[src/rtl/dvtr_pkg.sv]
// Shared constants and types for the distance-vector table relaxation block.
// Used by the channel interfaces, the table memory, the relax unit and the top level.
package dvtr_pkg;

  localparam int MAX_NODES   = 8;
  localparam int COST_BITS   = 16;
  localparam int IDX_W       = $clog2(MAX_NODES);
  localparam int ADDR_W      = 2 * IDX_W;
  localparam int MEM_DEPTH   = 1 << ADDR_W;
  localparam int CNT_W       = $clog2(MAX_NODES * MAX_NODES + 1);
  localparam int NODE_W      = 4;
  localparam int COST_FLD_W  = 16;
  localparam int NODE_FLD_W  = 3;
  localparam int NODE_RESET  = 8;

  typedef logic [COST_BITS-1:0] dist_t;
  typedef logic [IDX_W-1:0]     idx_t;
  typedef logic [ADDR_W-1:0]    addr_t;

endpackage

[src/rtl/dvtr_in_if.sv]
// Input channel for link cost items: valid/ready handshake plus the cost field.
// Depends on dvtr_pkg for the field width.
interface dvtr_in_if;
  import dvtr_pkg::*;
  logic                  valid;
  logic                  ready;
  logic [COST_FLD_W-1:0] link_cost;
  modport source (output valid, output link_cost, input ready);
  modport sink   (input valid, input link_cost, output ready);
endinterface

[src/rtl/dvtr_out_if.sv]
// Result channel carrying one routing table entry per item.
// Depends on dvtr_pkg for the field widths.
interface dvtr_out_if;
  import dvtr_pkg::*;
  logic                  valid;
  logic                  ready;
  logic [NODE_FLD_W-1:0] router;
  logic [NODE_FLD_W-1:0] destination;
  logic [NODE_FLD_W-1:0] next_hop;
  logic [COST_FLD_W-1:0] distance;
  logic                  last_entry;
  modport source (output valid, output router, output destination, output next_hop,
                  output distance, output last_entry, input ready);
  modport sink   (input valid, input router, input destination, input next_hop,
                  input distance, input last_entry, output ready);
endinterface

[src/rtl/dvtr_table_mem.sv]
// Distance and next-hop table: one write port, two read ports with registered data.
// Depends on dvtr_pkg for the address and data types.
module dvtr_table_mem (
  input  logic           clk,
  input  logic           we,
  input  dvtr_pkg::addr_t waddr,
  input  dvtr_pkg::dist_t wdist,
  input  dvtr_pkg::idx_t  whop,
  input  dvtr_pkg::addr_t raddr_a,
  input  dvtr_pkg::addr_t raddr_b,
  output dvtr_pkg::dist_t rdist_a,
  output dvtr_pkg::idx_t  rhop_a,
  output dvtr_pkg::dist_t rdist_b
);
  import dvtr_pkg::*;

  dist_t dist_mem [MEM_DEPTH];
  idx_t  hop_mem  [MEM_DEPTH];

  always_ff @(posedge clk) begin
    if (we) begin
      dist_mem[waddr] <= wdist;
      hop_mem[waddr]  <= whop;
    end
    rdist_a <= dist_mem[raddr_a];
    rhop_a  <= hop_mem[raddr_a];
    rdist_b <= dist_mem[raddr_b];
  end

endmodule

[src/rtl/dvtr_relax_alu.sv]
// Shared relaxation unit: saturating sum of two path legs and compare with the best so far.
// Depends on dvtr_pkg for the distance type.
module dvtr_relax_alu (
  input  dvtr_pkg::dist_t leg_a,
  input  dvtr_pkg::dist_t leg_b,
  input  dvtr_pkg::dist_t best,
  output dvtr_pkg::dist_t via,
  output logic            better
);
  import dvtr_pkg::*;

  logic [COST_BITS:0] sum;

  always_comb begin
    sum    = {1'b0, leg_a} + {1'b0, leg_b};
    via    = sum[COST_BITS] ? {COST_BITS{1'b1}} : sum[COST_BITS-1:0];
    better = (via < best);
  end

endmodule

[src/rtl/distance_vector_table_relax_top.sv]
// Distance-vector routing table block: loads a cost matrix, relaxes it once, emits the table.
// Depends on dvtr_pkg, dvtr_in_if, dvtr_out_if, dvtr_table_mem and dvtr_relax_alu.
//
// Usage:
//   cfg_we/cfg_wdata set node_count n (below 2 acts as 2, above 8 as 8). Write it only
//   while the block waits for costs.
//   in_ch takes link costs row-major, one item per cycle while ready is high. The
//   diagonal is stored as zero whatever arrives.
//   After the n*n-th cost, ready drops and a single relax pass runs over pairs i<j and
//   via nodes k, using one saturating adder and comparator. Each pair reads its direct
//   distance, then scans the via nodes k in turn; when its distance improves, both
//   entries i,j and j,i are written back.
//   The table is then sent on out_ch, router by router, one memory read per entry; the
//   next entry is read only once the previous one is in the output register.
//   last_entry marks the final one.
//   An output register parts the channels: the final result may wait in it while the
//   next matrix already loads. A stalled receiver holds emission without loss.
//   Reset (synchronous, rst_n low) sets n to 8 and the load position to zero; the table
//   contents stay undefined until loaded.
module distance_vector_table_relax_top (
  input  logic                        clk,
  input  logic                        rst_n,
  input  logic                        cfg_we,
  input  logic [dvtr_pkg::NODE_W-1:0] cfg_wdata,
  dvtr_in_if.sink                     in_ch,
  dvtr_out_if.source                  out_ch
);
  import dvtr_pkg::*;

  typedef enum logic [3:0] {
    S_LOAD, S_INIT, S_FETCH, S_RD, S_CMP, S_WR1, S_WR2, S_EM_RD, S_EM_LD
  } state_t;

  typedef struct packed {
    idx_t row;
    idx_t col;
  } pos_t;

  // Row and column of a row-major position: row is the largest r with r*n <= position.
  function automatic pos_t split_pos(logic [CNT_W-1:0] lc, logic [NODE_W-1:0] n);
    logic [CNT_W-1:0] base;
    logic [CNT_W-1:0] prod;
    pos_t             p;
    base  = '0;
    p.row = '0;
    for (int r = 1; r < MAX_NODES; r++) begin
      prod = CNT_W'(r) * CNT_W'(n);
      if (prod <= lc) begin
        p.row = IDX_W'(r);
        base  = prod;
      end
    end
    p.col = IDX_W'(lc - base);
    return p;
  endfunction

  state_t            state_r, state_nxt;
  logic [NODE_W-1:0] node_r, node_nxt;
  logic [CNT_W-1:0]  load_cnt_r, load_cnt_nxt;
  idx_t              i_r, i_nxt, j_r, j_nxt, k_r, k_nxt;
  dist_t             best_r, best_nxt;
  idx_t              best_hop_r, best_hop_nxt;
  logic              chg_r, chg_nxt;
  logic              out_valid_r, out_valid_nxt;
  idx_t              out_router_r, out_dest_r, out_hop_r;
  dist_t             out_dist_r;
  logic              out_last_r;
  logic              out_load;

  logic [NODE_W-1:0] n_act;
  idx_t              nm1;
  logic [CNT_W-1:0]  total;
  logic [CNT_W-1:0]  lc_eff, lc_inc;
  pos_t              pos;
  logic              in_fire, out_free, pair_last, emit_last;

  logic   mem_we;
  addr_t  mem_waddr, raddr_a, raddr_b;
  dist_t  mem_wdist, rdist_a, rdist_b, via;
  idx_t   mem_whop, rhop_a;
  logic   better;

  dvtr_table_mem u_mem (
    .clk     (clk),
    .we      (mem_we),
    .waddr   (mem_waddr),
    .wdist   (mem_wdist),
    .whop    (mem_whop),
    .raddr_a (raddr_a),
    .raddr_b (raddr_b),
    .rdist_a (rdist_a),
    .rhop_a  (rhop_a),
    .rdist_b (rdist_b)
  );

  dvtr_relax_alu u_alu (
    .leg_a  (rdist_a),
    .leg_b  (rdist_b),
    .best   (best_r),
    .via    (via),
    .better (better)
  );

  always_comb begin
    if (node_r < NODE_W'(2)) begin
      n_act = NODE_W'(2);
    end else if (node_r > NODE_W'(MAX_NODES)) begin
      n_act = NODE_W'(MAX_NODES);
    end else begin
      n_act = node_r;
    end
    nm1       = IDX_W'(n_act - NODE_W'(1));
    total     = CNT_W'(n_act) * CNT_W'(n_act);
    lc_eff    = (load_cnt_r >= total) ? '0 : load_cnt_r;
    lc_inc    = lc_eff + CNT_W'(1);
    pos       = split_pos(lc_eff, n_act);
    in_fire   = in_ch.valid && in_ch.ready;
    out_free  = !out_valid_r || out_ch.ready;
    pair_last = (j_r == nm1) && (i_r == IDX_W'(nm1 - IDX_W'(1)));
    emit_last = (i_r == nm1) && (j_r == nm1);
  end

  always_comb begin
    state_nxt     = state_r;
    node_nxt      = cfg_we ? cfg_wdata : node_r;
    load_cnt_nxt  = load_cnt_r;
    i_nxt         = i_r;
    j_nxt         = j_r;
    k_nxt         = k_r;
    best_nxt      = best_r;
    best_hop_nxt  = best_hop_r;
    chg_nxt       = chg_r;
    out_valid_nxt = out_valid_r && !out_ch.ready;
    out_load      = 1'b0;
    mem_we        = 1'b0;
    mem_waddr     = {i_r, j_r};
    mem_wdist     = best_r;
    mem_whop      = best_hop_r;
    raddr_a       = {i_r, j_r};
    raddr_b       = {k_r, j_r};

    case (state_r)
      S_LOAD: begin
        if (in_fire) begin
          mem_we    = 1'b1;
          mem_waddr = {pos.row, pos.col};
          mem_wdist = (pos.row == pos.col) ? '0 : COST_BITS'(in_ch.link_cost);
          mem_whop  = pos.col;
          if (lc_inc == total) begin
            load_cnt_nxt = '0;
            i_nxt        = '0;
            j_nxt        = IDX_W'(1);
            state_nxt    = S_INIT;
          end else begin
            load_cnt_nxt = lc_inc;
          end
        end
      end
      S_INIT: begin
        // Fetch the direct distance of the pair; it seeds the running best.
        state_nxt = S_FETCH;
      end
      S_FETCH: begin
        best_nxt     = rdist_a;
        best_hop_nxt = rhop_a;
        chg_nxt      = 1'b0;
        raddr_a      = {i_r, k_r};
        state_nxt    = S_CMP;
      end
      S_RD: begin
        raddr_a   = {i_r, k_r};
        state_nxt = S_CMP;
      end
      S_CMP: begin
        raddr_a = {i_r, k_r};
        if (better) begin
          best_nxt     = via;
          best_hop_nxt = k_r;
        end
        if (k_r == nm1) begin
          k_nxt = '0;
          if (chg_r || better) begin
            state_nxt = S_WR1;
          end else if (pair_last) begin
            i_nxt     = '0;
            j_nxt     = '0;
            state_nxt = S_EM_RD;
          end else begin
            state_nxt = S_INIT;
            if (j_r == nm1) begin
              i_nxt = i_r + IDX_W'(1);
              j_nxt = i_r + IDX_W'(2);
            end else begin
              j_nxt = j_r + IDX_W'(1);
            end
          end
        end else begin
          chg_nxt   = chg_r || better;
          k_nxt     = k_r + IDX_W'(1);
          state_nxt = S_RD;
        end
      end
      S_WR1: begin
        mem_we    = 1'b1;
        mem_waddr = {i_r, j_r};
        state_nxt = S_WR2;
      end
      S_WR2: begin
        mem_we    = 1'b1;
        mem_waddr = {j_r, i_r};
        if (pair_last) begin
          i_nxt     = '0;
          j_nxt     = '0;
          state_nxt = S_EM_RD;
        end else begin
          state_nxt = S_INIT;
          if (j_r == nm1) begin
            i_nxt = i_r + IDX_W'(1);
            j_nxt = i_r + IDX_W'(2);
          end else begin
            j_nxt = j_r + IDX_W'(1);
          end
        end
      end
      S_EM_RD: begin
        state_nxt = S_EM_LD;
      end
      S_EM_LD: begin
        if (out_free) begin
          out_load      = 1'b1;
          out_valid_nxt = 1'b1;
          if (emit_last) begin
            state_nxt = S_LOAD;
          end else begin
            state_nxt = S_EM_RD;
            if (j_r == nm1) begin
              j_nxt = '0;
              i_nxt = i_r + IDX_W'(1);
            end else begin
              j_nxt = j_r + IDX_W'(1);
            end
          end
        end
      end
      default: begin
        state_nxt = S_LOAD;
      end
    endcase
  end

  always_ff @(posedge clk) begin
    if (!rst_n) begin
      state_r     <= S_LOAD;
      node_r      <= NODE_W'(NODE_RESET);
      load_cnt_r  <= '0;
      i_r         <= '0;
      j_r         <= '0;
      k_r         <= '0;
      chg_r       <= 1'b0;
      out_valid_r <= 1'b0;
    end else begin
      state_r     <= state_nxt;
      node_r      <= node_nxt;
      load_cnt_r  <= load_cnt_nxt;
      i_r         <= i_nxt;
      j_r         <= j_nxt;
      k_r         <= k_nxt;
      chg_r       <= chg_nxt;
      out_valid_r <= out_valid_nxt;
    end
  end

  always_ff @(posedge clk) begin
    best_r     <= best_nxt;
    best_hop_r <= best_hop_nxt;
    if (out_load) begin
      out_router_r <= i_r;
      out_dest_r   <= j_r;
      out_hop_r    <= rhop_a;
      out_dist_r   <= rdist_a;
      out_last_r   <= emit_last;
    end
  end

  assign in_ch.ready        = (state_r == S_LOAD);
  assign out_ch.valid       = out_valid_r;
  assign out_ch.router      = NODE_FLD_W'(out_router_r);
  assign out_ch.destination = NODE_FLD_W'(out_dest_r);
  assign out_ch.next_hop    = NODE_FLD_W'(out_hop_r);
  assign out_ch.distance    = COST_FLD_W'(out_dist_r);
  assign out_ch.last_entry  = out_last_r;

  // The running best of a pair can only fall while the via nodes are scanned.
  a_best_monotone: assert property (@(posedge clk) disable iff (!rst_n)
    (state_r == S_CMP) |=> (best_r <= $past(best_r)))
    else $error("relax best distance increased");

  // Relax write-back never touches the diagonal.
  a_no_diag_write: assert property (@(posedge clk) disable iff (!rst_n)
    (state_r == S_WR1 || state_r == S_WR2) |-> (i_r != j_r))
    else $error("relax write on diagonal entry");

  // The final table entry is always a router's own entry for itself.
  a_last_diag: assert property (@(posedge clk) disable iff (!rst_n)
    (out_ch.valid && out_ch.last_entry) |-> (out_ch.router == out_ch.destination))
    else $error("last entry not on diagonal");

  // No cost is taken while a table is being relaxed or emitted.
  a_no_load_busy: assert property (@(posedge clk) disable iff (!rst_n)
    (state_r != S_LOAD) |-> !in_ch.ready)
    else $error("input ready outside load phase");

endmodule
[src/flat_wrapper.sv]
// flat-port wrapper written by rule: the top's interface ports become plain ports
module distance_vector_table_relax_top_flat import dvtr_pkg::*;
  (clk, rst_n, cfg_we, cfg_wdata, in_ch_valid, in_ch_link_cost, in_ch_ready, out_ch_valid, out_ch_router, out_ch_destination, out_ch_next_hop, out_ch_distance, out_ch_last_entry, out_ch_ready);
  dvtr_in_if in_ch_i ();
  dvtr_out_if out_ch_i ();
  input  logic clk;
  input  logic rst_n;
  input  logic cfg_we;
  input  logic [dvtr_pkg::NODE_W-1:0] cfg_wdata;
  input wire logic [$bits(in_ch_i.valid)-1:0] in_ch_valid;
  input wire logic [$bits(in_ch_i.link_cost)-1:0] in_ch_link_cost;
  output wire logic [$bits(in_ch_i.ready)-1:0] in_ch_ready;
  output wire logic [$bits(out_ch_i.valid)-1:0] out_ch_valid;
  output wire logic [$bits(out_ch_i.router)-1:0] out_ch_router;
  output wire logic [$bits(out_ch_i.destination)-1:0] out_ch_destination;
  output wire logic [$bits(out_ch_i.next_hop)-1:0] out_ch_next_hop;
  output wire logic [$bits(out_ch_i.distance)-1:0] out_ch_distance;
  output wire logic [$bits(out_ch_i.last_entry)-1:0] out_ch_last_entry;
  input wire logic [$bits(out_ch_i.ready)-1:0] out_ch_ready;
  assign in_ch_i.valid = in_ch_valid;
  assign in_ch_i.link_cost = in_ch_link_cost;
  assign in_ch_ready = in_ch_i.ready;
  assign out_ch_valid = out_ch_i.valid;
  assign out_ch_router = out_ch_i.router;
  assign out_ch_destination = out_ch_i.destination;
  assign out_ch_next_hop = out_ch_i.next_hop;
  assign out_ch_distance = out_ch_i.distance;
  assign out_ch_last_entry = out_ch_i.last_entry;
  assign out_ch_i.ready = out_ch_ready;
  distance_vector_table_relax_top u_core (.clk(clk), .rst_n(rst_n), .cfg_we(cfg_we), .cfg_wdata(cfg_wdata), .in_ch(in_ch_i), .out_ch(out_ch_i));
endmodule
[config.mk]
export PLATFORM = sky130hd
export DESIGN_NAME = distance_vector_table_relax_top_flat
export DESIGN_NICKNAME = d
export VERILOG_FILES = /design/src/rtl/dvtr_pkg.sv /design/src/rtl/dvtr_in_if.sv /design/src/rtl/dvtr_out_if.sv /design/src/rtl/dvtr_table_mem.sv /design/src/rtl/dvtr_relax_alu.sv /design/src/rtl/distance_vector_table_relax_top.sv /design/src/flat_wrapper.sv
export SDC_FILE = /design/constraint.sdc
export NUM_CORES = 2
export LEC_CHECK = 0
export BUFFER_PORTS_ARGS = -buffer_cell sky130_fd_sc_hd__buf_2
export CAP_MARGIN = 20
export CORE_MARGIN = 2
export CORE_UTILIZATION = 55
export CTS_CLUSTER_DIAMETER = 80
export CTS_CLUSTER_SIZE = 16
export DETAILED_ROUTE_END_ITERATION = 16
export MAX_ROUTING_LAYER = met4
export PLACE_DENSITY = 0.71
export REMOVE_ABC_BUFFERS = 1
export SYNTH_ARGS = -nofsm -noshare
export SYNTH_HDL_FRONTEND = slang
export SYNTH_SLANG_ARGS = --single-unit
export TNS_END_PERCENT = 1
[constraint.sdc]
create_clock -name clk -period 12.1 [get_ports clk]
set_input_delay 1.21 -clock clk [delete_from_list [all_inputs] [get_ports clk]]
set_output_delay 1.21 -clock clk [all_outputs]
set_load 0.05 [all_outputs]
==> run summary <==
Status
• complete, no violations — outcome

Logic synthesis
• sky130_fd_sc_hd__edfxtp_1 — most common cell in the synthesized netlist
• 3075 — post-synthesis cell count
• 0 — async set-reset flop share out of synthesis
• 0.6091 — post-synth top area share
• 83 — number of unique standard cell types used by synthesis
• sky130_fd_sc_hd__edfxtp_1, sky130_fd_sc_hd__mux4_2, sky130_fd_sc_hd__clkbuf_1 — top cells by count, synth
• 1261 — number of enable flip-flop cells after synthesis
• 20.22 um2 — Avg Cell Area, Syn
• sky130_fd_sc_hd__edfxtp_1 — largest area contributor in the synthesized netlist
• 0 — count of warnings emitted by yosys
• sky130_fd_sc_hd__edfxtp_1, sky130_fd_sc_hd__mux4_2, sky130_fd_sc_hd__dfxtp_1, sky130_fd_sc_hd__ha_1, sky130_fd_sc_hd__clkbuf_1 — biggest area contributors in the synthesized netlist
• 62170 um2 — post-synthesis instance area
• sky130_fd_sc_hd__edfxtp_1 — leading register cell type out of synthesis
• 0.6287 — Seq/Total Area, Yosys
• 1322 — register bit count reported by yosys

CTS
• 1322 — Sinks on Clock Net
• 93 — number of buffers inserted during clock tree synthesis
• built — clock tree from TritonCTS
• 0 — cts repair resizes
• sky130_fd_sc_hd__clkbuf_16 — buffer type at the clock tree root
• 0 — hold buffer count at cts
• 0.08 ns — clock-pin slew reported for the worst setup and hold paths after clock tree synthesis
• 3 — maximum count of clock buffers along a single path
• 3 — H-tree depth reported by CTS
• 0 — setup bufs post-CTS
• 0.72 ns — later-pin clock latency in the skew report

Global routing
• 0.3143 — Tot GR Track Use
• 33770 — number of global-route vias before repair
• 147 — pin count of the biggest net entering global routing
• 0 — Remaining Overflow, GRT
• 250800 um — wire length of the first global-routing pass
• 6 — initial antenna violation count

Detailed routing
• 34200 — vias after detailed routing
• 37.15 um — average wire per standard cell
• 7.312 — via-per-instance ratio
• 173700 um — final wirelength
• 0 — number of nets with antenna violations after detailed routing
• 6 — number of iterations in the first detailed-routing pass
• 0 — number of design rule violations left after detail routing
• 4711 — First DRT Iteration DRCs

Critical path
• sky130_fd_sc_hd__o21ai_4 — cell type of the slowest stage on the worst timing path
• sky130_fd_sc_hd__buf_4 — Most Frequent Cell on Critical Path
• register — CP Capture Type
• 17 — Crit Path Max Fanout
• reg -> reg — class of the most critical setup path
• u_core.u_mem.dist_mem[13][4]$_DFFE_PP_ — destination of the critical timing path
• u_core.node_r[3]$_SDFFE_PN1P_ — launch instance of the worst register-to-register path
• 1.64 ns — slack of the worst reg-to-reg path
• 36 — Worst R2R Path Depth
• u_core.u_mem.dist_mem[13][4]$_DFFE_PP_ — reg-to-reg endpoint
• 10.85 ns — Data arrival, critical path
• 36 — logic depth of the worst path, buffers included
• compound AO/OA/AOI/OAI gates — largest delay contributor family on the critical path
• 0.74 ns — delay of the slowest critical-path stage
• 12.48 ns — worst endpoint required time
• 7 — sum of buffers and inverters on the critical path
• u_core.node_r[3]$_SDFFE_PN1P_ — launching instance or port of the critical path
• register — startpoint types

Placed design
• 0.9482 — Placer Congestion
• 4545 — total instance count after detailed placement
• 65070 um2 — cell area after placement
• 52 — input/output buffers
• 1.729 ns — worst slack after detailed placement
• 110500 um — DP Wirelength

STA
• 1.167 ns — slew at the pin closest to its max-slew limit
• 0 — Hold Fails Final Rpt
• 1.638 ns — Final Worst Setup Slack
• 0.8647 — part of the cycle the worst path needs
• 0 — final count of pins violating max slew
• 95.58 MHz — highest clock rate
• false — setup repair after global routing missed its margin
• 0.04942 ns — post-route clock skew
• 0.2219 — worst slew slack as a fraction of its limit
• 10.46 ns — final period demand of the worst path
• 0 — Setup violations, final
• 0 ns — post-route setup TNS

Floorplan
• 115700 um2 — Die Outline Area
• 112300 um2 — Core Footprint
• 0.5534 — Initial Util
• 123 — Cell Rows
• 340.2 um — Die X
• 53 — number of top-level design ports
• 340.2 um — Die Height

Cells and area
• 67670 um2 — post-route cell area
• 0.3650 — fraction of final layout cells with drive strength greater than 1
• 4677 — number of standard cells in the final layout excluding fillers
• 3263 — Post-layout nets
• 0.6023 — share of the core filled with cells in the final layout
• 8.849% — synthesis-to-finish area growth
• 7819 — number of fillers in the final layout

Pwr
• 0.1323 mV — worst vdd ir
• 21.27 nW — leakage power of the design
• 141.7 nW/um2 — power density normalized to cell area

Worst hold path
• reg -> reg — classification of the worst-slack hold path

Job
• 0 — max-capacitance violation count

## worst min path at each step
stage | start | endpoint | slack (ns) | cells after the start
after floorplan | u_core.u_mem.rhop_a[0]$_DFF_P_ | u_core.out_ch.next_hop[0]$_DFFE_PP_ | 0.41 | 0
after detailed placement | u_core.u_mem.rhop_a[1]$_DFF_P_ | u_core.out_ch.next_hop[1]$_DFFE_PP_ | 0.44 | 0
after global placement | u_core.u_mem.rhop_a[1]$_DFF_P_ | u_core.out_ch.next_hop[1]$_DFFE_PP_ | 0.45 | 0
after global routing | u_core.u_mem.rhop_a[1]$_DFF_P_ | u_core.out_ch.next_hop[1]$_DFFE_PP_ | 0.48 | 0
after CTS | u_core.u_mem.rhop_a[1]$_DFF_P_ | u_core.out_ch.next_hop[1]$_DFFE_PP_ | 0.46 | 0
final | u_core.u_mem.rhop_a[1]$_DFF_P_ | u_core.out_ch.next_hop[1]$_DFFE_PP_ | 0.46 | 0
## cell type report
type	instances	area, um2	share of cell area
Multi-Input combinational cell	1494	22580	0.3337
Antenna cell	7	17.52	0.0002589
Clock inverter	6	83.83	0.001239
Timing Repair Buffer	183	1351	0.01997
Inverter	47	176.4	0.002607
Clock buffer	118	2474	0.03655
Tap cell	1500	1877	0.02774
Sequential cell	1322	39110	0.5780
## state kept, by name (all words and copies together) (netlist names)
signal	count
u_core.chg_r	1
u_core.out_ch.distance	16
u_core.best_hop_r	3
u_core.out_ch.router	3
u_core.j_r	3
u_core.i_r	3
u_core.u_mem.rdist_b	16
u_core.load_cnt_r	7
u_core.node_r	4
u_core.out_ch.next_hop	3
u_core.best_r	16
u_core.out_ch.valid	1
u_core.u_mem.rdist_a	16
u_core.u_mem.hop_mem	192
u_core.u_mem.rhop_a	3
u_core.k_r	3
u_core.out_ch.last_entry	1
u_core.u_mem.dist_mem	1024
u_core.state_r	4
u_core.out_ch.destination	3
## worst reg2reg max path: cells and delay by family, from the launching register on
kind | cells | cell delay (ns)
AO/OA/AOI/OAI | 12 | 3.32
XOR/XNOR | 2 | 0.60
adder cells (fa/ha/maj) | 6 | 2.18
buffers and inverters | 7 | 1.78
flip-flops | 1 | 0.31
AND/OR/NAND/NOR | 9 | 2.00
## per-stage QoR
step	power, mW	hold WS [ns]
finish	9.585	0.4608
global route	9.853	0.4757
CTS	9.606	0.4581
detailed placement	6.717	0.4418
global placement	6.681	0.4499
floorplan	6.319	0.4081
## power breakdown
part	internal [mW]	total [mW]	leakage (nW)	switching (mW)
logic	0.448	1.32	8.14	0.871
clock network	1.43	2.95	1.24	1.52
registers	5.26	5.32	11.9	0.0548
## metal layers
| layer | vias to the layer above | GRT usage | wire length (um) |
|---|---|---|---|
| met5 | - | - | 0 |
| met4 | 0 | 0.1085 | 6976 |
| met3 | 311 | 0.07300 | 19650 |
| met2 | 2343 | 0.4613 | 81490 |
| met1 | 18210 | 0.4401 | 65630 |
| li1 | 13330 | - | - |
## logic make-up after synthesis
group                    share of synthesized area
AO/OA/AOI/OAI                              0.02586
XOR/XNOR                                  0.006903
adder cells (fa/ha/maj)                    0.02049
buffers and inverters                      0.01697
flip-flops                                  0.6287
multiplexers                                0.2718
other                                   0.00006032
AND/OR/NAND/NOR                            0.02920
## cells in the final DEF, fill, tap and decap left out, types with 9 or more instances in the layout
cell type	n
sky130_fd_sc_hd__a211oi_1	9
sky130_fd_sc_hd__a21o_1	21
sky130_fd_sc_hd__a21oi_1	56
sky130_fd_sc_hd__a21oi_4	16
sky130_fd_sc_hd__a31oi_1	14
sky130_fd_sc_hd__buf_2	52
sky130_fd_sc_hd__buf_4	123
sky130_fd_sc_hd__clkbuf_1	22
sky130_fd_sc_hd__clkbuf_16	95
sky130_fd_sc_hd__dfxtp_1	53
sky130_fd_sc_hd__edfxtp_1	1261
sky130_fd_sc_hd__ha_1	89
sky130_fd_sc_hd__inv_1	46
sky130_fd_sc_hd__mux2_2	9
sky130_fd_sc_hd__mux2i_1	21
sky130_fd_sc_hd__mux4_2	735
sky130_fd_sc_hd__nand2_1	76
sky130_fd_sc_hd__nand2b_1	12
sky130_fd_sc_hd__nand3_1	28
sky130_fd_sc_hd__nor2_1	72
sky130_fd_sc_hd__nor2b_1	11
sky130_fd_sc_hd__nor3_1	21
sky130_fd_sc_hd__nor3_2	33
sky130_fd_sc_hd__nor3b_2	29
sky130_fd_sc_hd__o21ai_0	37
sky130_fd_sc_hd__or2_2	9
sky130_fd_sc_hd__xnor2_1	17
sky130_fd_sc_hd__xor2_1	21
(Power assumes the default switching activity.)
